**src/rtl/assert_macros.svh**
```systemverilog
// ----------------------------------------------------------------------------
// Assertion macros
// Concurrent assertion wrappers clocked on clk and disabled while rst_n is low.
// ----------------------------------------------------------------------------
`ifndef ASSERT_MACROS_SVH
`define ASSERT_MACROS_SVH

`ifndef SYNTHESIS
`define OQS_ASSERT(lbl, prop, msg) \
  lbl: assert property (@(posedge clk) disable iff (!rst_n) (prop)) else $error(msg);
`define OQS_ASSERT_NEVER(lbl, cond, msg) \
  lbl: assert property (@(posedge clk) disable iff (!rst_n) !(cond)) else $error(msg);
`else
`define OQS_ASSERT(lbl, prop, msg)
`define OQS_ASSERT_NEVER(lbl, cond, msg)
`endif

`endif

```
**src/rtl/oqs_pkg.sv**
```systemverilog
// ----------------------------------------------------------------------------
// Order queue to shelf stack package
// Shared widths, operation codes and command types.
// ----------------------------------------------------------------------------
package oqs_pkg;

  localparam int CODE_W    = 8;
  localparam int MODE_W    = 2;
  localparam int CNT_W     = 5;
  localparam int CFG_IDX_W = 1;
  localparam int IN_W      = 8;
  localparam int OUT_W     = 1 + CODE_W + 3 * CNT_W;

  // Largest limit the configuration registers can express.
  localparam int LIMIT_MAX = (1 << CNT_W) - 1;
  localparam logic [CNT_W-1:0] LIMIT_RESET = CNT_W'(10);

  localparam logic [CFG_IDX_W-1:0] CFG_QUEUE_LIMIT = 1'b0;
  localparam logic [CFG_IDX_W-1:0] CFG_SHELF_LIMIT = 1'b1;

  typedef enum logic [MODE_W-1:0] {
    MODE_ENQ  = 2'd0,
    MODE_MOVE = 2'd1,
    MODE_POP  = 2'd2
  } oqs_mode_t;

  // Push and pop strobes for the queue and for the stack cells.
  typedef struct packed {
    logic push;
    logic pop;
  } oqs_cmd_t;

endpackage

```
**src/rtl/oqs_cell.sv**
```systemverilog
// ----------------------------------------------------------------------------
// Stack cell
// One stack slot; on a push it takes the word from the cell above, on a pop
// the word from the cell below.
// ----------------------------------------------------------------------------
module oqs_cell (
  input  logic                      clk,
  input  oqs_pkg::oqs_cmd_t         cmd,
  input  logic [oqs_pkg::CODE_W-1:0] from_up,
  input  logic [oqs_pkg::CODE_W-1:0] from_down,
  output logic [oqs_pkg::CODE_W-1:0] value_r
);
  import oqs_pkg::*;

  always_ff @(posedge clk) begin
    if (cmd.push) begin
      value_r <= from_up;
    end else if (cmd.pop) begin
      value_r <= from_down;
    end
  end

endmodule

```
**src/rtl/oqs_queue.sv**
```systemverilog
// ----------------------------------------------------------------------------
// Order queue
// Circular buffer of type codes whose pointers wrap at the active limit.
// ----------------------------------------------------------------------------
module oqs_queue #(
  parameter int SLOTS = 16
) (
  input  logic                       clk,
  input  logic                       rst_n,
  input  oqs_pkg::oqs_cmd_t          cmd,
  input  logic [oqs_pkg::CODE_W-1:0] push_data,
  input  logic [oqs_pkg::CNT_W-1:0]  lim,
  output logic [oqs_pkg::CNT_W-1:0]  count,
  output logic [oqs_pkg::CODE_W-1:0] front
);
  import oqs_pkg::*;

  localparam int IDX_W = $clog2(SLOTS);

  logic [CODE_W-1:0] store_r [SLOTS];
  logic [IDX_W-1:0]  head_r;
  logic [IDX_W-1:0]  tail_r;
  logic [CNT_W-1:0]  count_r;

  // A pointer goes back to zero once it reaches or passes the limit, which
  // matters when the limit was lowered while entries were held.
  function automatic logic [IDX_W-1:0] wrap_next(input logic [IDX_W-1:0] idx,
                                                 input logic [CNT_W-1:0] limit);
    logic [CNT_W-1:0] nx;
    nx = CNT_W'(idx) + CNT_W'(1);
    return (nx >= limit) ? '0 : nx[IDX_W-1:0];
  endfunction

  always_ff @(posedge clk) begin
    if (cmd.push) begin
      store_r[tail_r] <= push_data;
    end
  end

  always_ff @(posedge clk) begin
    if (!rst_n) begin
      head_r  <= '0;
      tail_r  <= '0;
      count_r <= '0;
    end else begin
      if (cmd.push) begin
        tail_r  <= wrap_next(tail_r, lim);
        count_r <= count_r + CNT_W'(1);
      end else if (cmd.pop) begin
        head_r  <= wrap_next(head_r, lim);
        count_r <= count_r - CNT_W'(1);
      end
    end
  end

  assign count = count_r;
  assign front = store_r[head_r];

endmodule

```
**src/rtl/order_queue_to_shelf_stack_unit.sv**
```systemverilog
// ----------------------------------------------------------------------------
// Order queue to shelf stack unit
// Enqueues type codes, moves the queue onto a shelf stack, pops the stack.
// ----------------------------------------------------------------------------
// Enqueue, pop and the unused mode: the result word is registered in the cycle after
// acceptance; one word per cycle sustained while out_tready stays high.
// Move: entries go one at a time through the stack cell chain until the queue empties or
// the stack reaches its limit, then the result word is registered; the next word can be accepted.
// Reset clears counts, pointers and the state; both limits return to 10.
// Queue and stack contents are not cleared.
module order_queue_to_shelf_stack_unit #(
  parameter int QUEUE_DEPTH = 16,
  parameter int STACK_DEPTH = 16
) (
  input  logic                          clk,
  input  logic                          rst_n,
  input  logic                          in_tvalid,
  output logic                          in_tready,
  input  logic [oqs_pkg::IN_W-1:0]      in_tdata,   // [7:0] type_code
  input  logic [oqs_pkg::MODE_W-1:0]    in_tuser,   // [1:0] mode
  output logic                          out_tvalid,
  input  logic                          out_tready,
  // [0] success, [8:1] popped_code, [13:9] moved_count, [18:14] queue_count,
  // [23:19] stack_count
  output logic [oqs_pkg::OUT_W-1:0]     out_tdata,
  input  logic                          cfg_we,
  input  logic [oqs_pkg::CFG_IDX_W-1:0] cfg_index,
  input  logic [oqs_pkg::CNT_W-1:0]     cfg_data
);
  import oqs_pkg::*;
  `include "assert_macros.svh"

  // Only slots below the largest expressible limit can ever be reached.
  localparam int Q_SLOTS = (QUEUE_DEPTH < LIMIT_MAX) ? QUEUE_DEPTH : LIMIT_MAX;
  localparam int S_SLOTS = (STACK_DEPTH < LIMIT_MAX) ? STACK_DEPTH : LIMIT_MAX;
  localparam logic [CNT_W-1:0] Q_CAP = CNT_W'(Q_SLOTS);
  localparam logic [CNT_W-1:0] S_CAP = CNT_W'(S_SLOTS);

  typedef enum logic {ST_IDLE, ST_MOVE} state_t;

  function automatic logic [CNT_W-1:0] clamp_lim(input logic [CNT_W-1:0] v,
                                                 input logic [CNT_W-1:0] cap);
    logic [CNT_W-1:0] r;
    if (v == '0) begin
      r = CNT_W'(1);
    end else if (v > cap) begin
      r = cap;
    end else begin
      r = v;
    end
    return r;
  endfunction

  logic [CNT_W-1:0] queue_lim_r, shelf_lim_r;
  logic [CNT_W-1:0] qlim, slim;

  state_t            state_r, state_nxt;
  logic [CNT_W-1:0]  s_count_r, s_count_nxt;
  logic [CNT_W-1:0]  moved_r, moved_nxt;
  logic              out_tvalid_r, out_tvalid_nxt;
  logic              out_success_r, out_success_nxt;
  logic [CODE_W-1:0] out_popped_r, out_popped_nxt;
  logic [CNT_W-1:0]  out_moved_r, out_moved_nxt;
  logic [CNT_W-1:0]  out_qcount_r, out_qcount_nxt;
  logic [CNT_W-1:0]  out_scount_r, out_scount_nxt;

  oqs_cmd_t          q_cmd, s_cmd;
  logic [CNT_W-1:0]  q_count;
  logic [CODE_W-1:0] q_front;
  logic [CODE_W-1:0] cell_val [S_SLOTS];

  logic      accept, out_free, can_move;
  oqs_mode_t mode;

  always_ff @(posedge clk) begin
    if (!rst_n) begin
      queue_lim_r <= LIMIT_RESET;
      shelf_lim_r <= LIMIT_RESET;
    end else if (cfg_we) begin
      unique case (cfg_index)
        CFG_QUEUE_LIMIT: queue_lim_r <= cfg_data;
        CFG_SHELF_LIMIT: shelf_lim_r <= cfg_data;
        default: ;
      endcase
    end
  end

  assign qlim = clamp_lim(queue_lim_r, Q_CAP);
  assign slim = clamp_lim(shelf_lim_r, S_CAP);

  oqs_queue #(.SLOTS(Q_SLOTS)) u_queue (
    .clk       (clk),
    .rst_n     (rst_n),
    .cmd       (q_cmd),
    .push_data (in_tdata[CODE_W-1:0]),
    .lim       (qlim),
    .count     (q_count),
    .front     (q_front)
  );

  // Stack as a chain of cells, top of stack in cell 0. A move pushes the
  // queue front into cell 0 while every cell hands its word one place down.
  for (genvar g = 0; g < S_SLOTS; g++) begin : g_cell
    logic [CODE_W-1:0] up_val, down_val;
    if (g == 0) begin : g_top
      assign up_val = q_front;
    end else begin : g_mid
      assign up_val = cell_val[g-1];
    end
    if (g == S_SLOTS - 1) begin : g_bottom
      assign down_val = '0;
    end else begin : g_above
      assign down_val = cell_val[g+1];
    end
    oqs_cell u_cell (
      .clk       (clk),
      .cmd       (s_cmd),
      .from_up   (up_val),
      .from_down (down_val),
      .value_r   (cell_val[g])
    );
  end

  assign out_free  = !out_tvalid_r || out_tready;
  assign in_tready = (state_r == ST_IDLE) && out_free;
  assign accept    = in_tvalid && in_tready;
  assign mode      = oqs_mode_t'(in_tuser);
  assign can_move  = (q_count != '0) && (s_count_r < slim);

  always_comb begin
    state_nxt       = state_r;
    s_count_nxt     = s_count_r;
    moved_nxt       = moved_r;
    out_tvalid_nxt  = out_tvalid_r && !out_tready;
    out_success_nxt = out_success_r;
    out_popped_nxt  = out_popped_r;
    out_moved_nxt   = out_moved_r;
    out_qcount_nxt  = out_qcount_r;
    out_scount_nxt  = out_scount_r;
    q_cmd           = '0;
    s_cmd           = '0;

    unique case (state_r)
      ST_IDLE: begin
        if (accept) begin
          out_success_nxt = 1'b0;
          out_popped_nxt  = '0;
          out_moved_nxt   = '0;
          out_qcount_nxt  = q_count;
          out_scount_nxt  = s_count_r;
          unique case (mode)
            MODE_ENQ: begin
              out_tvalid_nxt = 1'b1;
              if (q_count < qlim) begin
                q_cmd.push      = 1'b1;
                out_success_nxt = 1'b1;
                out_qcount_nxt  = q_count + CNT_W'(1);
              end
            end
            MODE_MOVE: begin
              moved_nxt = '0;
              state_nxt = ST_MOVE;
            end
            MODE_POP: begin
              out_tvalid_nxt = 1'b1;
              if (s_count_r != '0) begin
                s_cmd.pop       = 1'b1;
                s_count_nxt     = s_count_r - CNT_W'(1);
                out_success_nxt = 1'b1;
                out_popped_nxt  = cell_val[0];
                out_scount_nxt  = s_count_r - CNT_W'(1);
              end
            end
            default: begin
              out_tvalid_nxt = 1'b1;
            end
          endcase
        end
      end
      ST_MOVE: begin
        if (can_move) begin
          q_cmd.pop   = 1'b1;
          s_cmd.push  = 1'b1;
          s_count_nxt = s_count_r + CNT_W'(1);
          moved_nxt   = moved_r + CNT_W'(1);
        end else if (out_free) begin
          out_tvalid_nxt  = 1'b1;
          out_success_nxt = 1'b1;
          out_popped_nxt  = '0;
          out_moved_nxt   = moved_r;
          out_qcount_nxt  = q_count;
          out_scount_nxt  = s_count_r;
          state_nxt       = ST_IDLE;
        end
      end
      default: state_nxt = ST_IDLE;
    endcase
  end

  always_ff @(posedge clk) begin
    if (!rst_n) begin
      state_r      <= ST_IDLE;
      s_count_r    <= '0;
      out_tvalid_r <= 1'b0;
    end else begin
      state_r      <= state_nxt;
      s_count_r    <= s_count_nxt;
      out_tvalid_r <= out_tvalid_nxt;
    end
    moved_r       <= moved_nxt;
    out_success_r <= out_success_nxt;
    out_popped_r  <= out_popped_nxt;
    out_moved_r   <= out_moved_nxt;
    out_qcount_r  <= out_qcount_nxt;
    out_scount_r  <= out_scount_nxt;
  end

  assign out_tvalid = out_tvalid_r;
  assign out_tdata  = {out_scount_r, out_qcount_r, out_moved_r, out_popped_r, out_success_r};

  // The stack never grows past the cells that back it.
  `OQS_ASSERT(a_stack_cap, s_count_r <= S_CAP, "stack count exceeds cell chain")
  // A move step only transfers entries; the total held stays the same.
  `OQS_ASSERT(a_move_conserve,
              (state_r == ST_MOVE) |=>
                (((CNT_W+1)'(q_count) + (CNT_W+1)'(s_count_r)) ==
                 $past((CNT_W+1)'(q_count) + (CNT_W+1)'(s_count_r))),
              "move step lost or created an entry")
  // A successful pop lowers the stack count by exactly one.
  `OQS_ASSERT(a_pop_dec,
              (accept && (mode == MODE_POP) && (s_count_r != '0)) |=>
                (s_count_r == $past(s_count_r) - CNT_W'(1)),
              "pop did not lower the stack count")
  // No word is handed to the output while a move is still transferring.
  `OQS_ASSERT_NEVER(a_move_no_early_result,
                    (state_r == ST_MOVE) && can_move && out_tvalid_nxt &&
                      !(out_tvalid_r && !out_tready),
                    "result issued before move finished")

endmodule

```
**config.mk**
```make
export PLATFORM = sky130hd
export DESIGN_NAME = order_queue_to_shelf_stack_unit
export DESIGN_NICKNAME = d
export VERILOG_FILES = /design/src/rtl/oqs_pkg.sv /design/src/rtl/oqs_cell.sv /design/src/rtl/oqs_queue.sv /design/src/rtl/order_queue_to_shelf_stack_unit.sv
export VERILOG_INCLUDE_DIRS = /design/src /design/src/rtl
export SDC_FILE = /design/constraint.sdc
export NUM_CORES = 1
export LEC_CHECK = 0
export BUFFER_PORTS_ARGS = -buffer_cell sky130_fd_sc_hd__clkbuf_2
export CAP_MARGIN = 20
export CORE_MARGIN = 3
export CORE_UTILIZATION = 55
export CTS_CLUSTER_DIAMETER = 150
export CTS_CLUSTER_SIZE = 24
export DETAILED_ROUTE_END_ITERATION = 12
export PLACE_DENSITY = 0.72
export SLEW_MARGIN = 40
export SYNTH_ARGS = -nofsm -noshare
export SYNTH_HDL_FRONTEND = slang
export SYNTH_SLANG_ARGS = --single-unit
```
**constraint.sdc**
```tcl
create_clock -name clk -period 10.31 [get_ports clk]
set_clock_uncertainty 0.15 [all_clocks]
set_input_delay 0 -clock clk [delete_from_list [all_inputs] [get_ports clk]]
set_output_delay 0 -clock clk [all_outputs]
set_load 0.05 [all_outputs]
```
==> summary.log <==
INFO  detailed_routing firstDrtPassIters=7
INFO  timing         slew_headroom=0.4356
INFO  floorplanning  floorplan.die.width=163.8um
INFO  synthesis      synth_cells=1,059
INFO  power          vdd.ir_drop.worst=0.1566mV
INFO  placed_design  placed_area=0.01407sqmm
INFO  critical_path  worst_ep_required_time=10.30ns
INFO  synthesis      share_of_async_settable_or_async_resettable_flops_after_synthesis=0
INFO  synthesis      synth-seq-cells=319
INFO  critical_path  critical-path-top-delay-family=simple AND/OR/NAND/NOR gates
INFO  synthesis      synth.yosys.seq_area_share=0.6750
INFO  detailed_routing drt_iter0_drc=755
INFO  critical_path  reg2reg_slack=6.94ns
INFO  detailed_routing detail_route.wl_per_cell=17.11um
INFO  synthesis      synth_area_leaders=edfxtp_1, nand2_1, mux4_2
INFO  floorplanning  die_h=163.8um
INFO  cells_and_area layout.cells.most_common_list=nand2_1, edfxtp_1, clkbuf_2, mux4_2, dfxtp_1
INFO  cells_and_area area_delta_synth_final=8.529%
INFO  timing         layout_worst_path_cycle_share=0.3271
INFO  outcome        status=completed
INFO  detailed_routing via_count=7,923
INFO  global_route   grt_first_pass_wirelength=40,340um
INFO  global_route   antenna_found_initial=0
INFO  timing         drv_slew=0
INFO  power          power_per_cell_area=153.4mW/mm^2
INFO  cts            cts_tree=done
INFO  synthesis      synthDominantCellAreaShare=0.6253
INFO  floorplanning  core_region_area=0.02439sqmm
INFO  cts            cts_repair_resize_count=0
INFO  cells_and_area design_area=0.01485sqmm
INFO  critical_path  worst_setup_path_end_kind=flip-flop
INFO  timing         worst_hold_slack=0.1652ns
INFO  global_route   grt_overflow=0
INFO  synthesis      ys.warnings.count=0
INFO  timing         tightestPinTransition=0.8448ns
INFO  cts            post-cts-setup-buffers=0
INFO  floorplanning  initial_utilization=0.5611
INFO  floorplanning  num_rows=57
INFO  placed_design  io_buffers=46
INFO  critical_path  cp_slowest_stage_delay=0.87ns
INFO  synthesis      netlist-cell-type-count=58
INFO  critical_path  crit_path_top_delay_cell=dfxtp_1
INFO  cells_and_area antenna-diode-count=0
INFO  detailed_routing antenna_left=0
INFO  detailed_routing drc_viols=0
INFO  detailed_routing routed_wirelength=24,600um
INFO  synthesis      yosys_most_used_dff=edfxtp_1
INFO  cts            tritoncts.num_buffers=17
INFO  global_route   first_global_vias=7,816
INFO  cells_and_area num-nets-final=1,153
INFO  floorplanning  die_area=0.02681sqmm
INFO  critical_path  worstPathBufferInverterCount=1
INFO  detailed_routing via_per_inst=5.510
INFO  cts            worstSkewPairLatency=0.49ns
INFO  critical_path  cp_num_cells=4
INFO  timing         final.min_clock_period=3.373ns
INFO  timing         setup_viol=0
INFO  cts            ctsLongestPathBuffers=3
INFO  cts            clock-sinks=319
INFO  power          cellLeakagePower=5.582nW
INFO  synthesis      postSynthAreaPerCell=12.92squm
INFO  global_route   globalRouteTotalUtil=0.1872
INFO  placed_design  detailed_placement_wirelength_estimate=15,110um
INFO  global_route   largest_net_degree_at_the_start_of_global_routing=125
INFO  timing         number_of_hold_violations_in_the_final_report=0
INFO  cts            cts_htree_levels=1
INFO  cts            root_buffer=clkbuf_16
INFO  critical_path  data_arrival_time_of_the_critical_path=3.36ns
INFO  timing         grt_setup_unrepaired=no
INFO  critical_path  setup.worst_path.class=reg -> reg
INFO  synthesis      synthDominantAreaCellType=edfxtp_1
INFO  worst_hold_path hp-class=in -> reg
INFO  synthesis      synth.net_count=1,108
INFO  synthesis      synth_edf_count=285
INFO  synthesis      synthesis.area=0.01369sqmm
INFO  worst_hold_path hold-path-cell-count=4
INFO  timing         max_clock_freq=296.5MHz
INFO  cells_and_area final_common_cell=nand2_1
INFO  cells_and_area fraction_of_layout_cells_with_a_size_suffix_above_1=0.1041
INFO  flow_run       cap_viol_max_count=0
INFO  critical_path  timing.critical_path.from_type=flip-flop
INFO  critical_path  rr_worst_depth=4
INFO  critical_path  timing.critical_path.cells=nand4b_1 -> a21o_4 -> nand2_4 -> buf_6
INFO  placed_design  globalplace.congestion=0.7590
INFO  floorplanning  floorplan.io_pins=47
INFO  cts            worst_setup_hold_path_clk_slew=0.10ns
INFO  timing         fin_setup_tns=0ns
INFO  critical_path  crit_path_max_fanout=76
[routing by layer]
layer	track usage	part of all wire	up-vias
met4	0.04114	0.018	0
met5	0	0	-
met1	0.2744	0.47	3899
met3	0.02169	0.036	26
met2	0.3066	0.48	128
li1	-	-	3870
[report_power, final]
| group | leakage (nW) | internal [mW] | switching [mW] |
|---|---|---|---|
| sequential | 2.87 | 1.42 | 0.0156 |
| combinational | 2.48 | 0.0472 | 0.0866 |
| clock | 0.232 | 0.319 | 0.393 |
[cell usage after synthesis (16+ instances only)]
library cell	instances
ha_1	28
nand2_1	382
clkbuf_1	20
and3_1	20
and2_1	28
edfxtp_1	285
a21oi_1	16
dfxtp_1	34
o21ai_0	20
buf_2	16
mux4_2	32
[state kept, by name, summed over array words and instances, names as in the netlist, named ones only]
signal and count:
g_cell.u_cell.value_r 128, u_queue.store_r 128, out_popped_r 8, moved_r 5
out_moved_r 5, out_qcount_r 5, out_scount_r 5, queue_lim_r 5
s_count_r 5, shelf_lim_r 5, u_queue.count 5, u_queue.head_r 4
u_queue.tail_r 4, out_success_r 1, out_tvalid 1, state_r 1
[cell type report]
class	instances	area (sq um)
tap	324	405.4
multi-input combinational	673	4094
timing repair buffer	81	579.3
clock inverter	1	20.02
inverter	12	45.04
fill	1908	9537
clock buffer	28	466.7
sequential	319	9244
[worst reg2reg max path, cell delays in order (launching register included)]
cell and delay [ns]:
dfxtp_1 0.87, nand4b_1 0.34, a21o_4 0.40, nand2_4 0.57, buf_6 0.66
[timing repair]
item                                    in CTS  in global routing
hold buffers                                29                  0
endpoints found under the setup margin       0                  0
endpoints found under the hold margin      160                  0
[path summary, 6_finish.rpt]
| check | startpoint | to |
|---|---|---|
| worst max-delay path | state_r | g_cell[1].u_cell.value_r[4] |
| worst min-delay path | cfg_data[0] | queue_lim_r[0] |
| worst max register to register | state_r | g_cell[1].u_cell.value_r[4] |
| worst min register to register | shelf_lim_r[4] | shelf_lim_r[4] |
[kinds of logic (layout without fill, tap and decap cells)]
group	Yosys count	in the layout	share of synthesized area
AND/OR/NAND/NOR	507	507	0.1595
flip-flops	319	319	0.6750
AO/OA/AOI/OAI	83	83	0.04324
buffers and inverters	67	122	0.02816
multiplexers	43	43	0.06079
adder cells (fa/ha/maj)	28	28	0.02560
XOR/XNOR	12	12	0.007680
[through the flow]
stage	instances	util	worst slack (ns)	power (mW)
global placement	1380	0.5765	6.671	1.586
finish	1438	0.6090	6.937	2.279
CTS	1438	0.6088	6.946	2.296
detailed placement	1380	0.5769	6.960	1.588
floorplan	1059	-	5.307	1.548
global route	1438	0.6090	6.641	2.358
(Power assumes the default switching activity.)
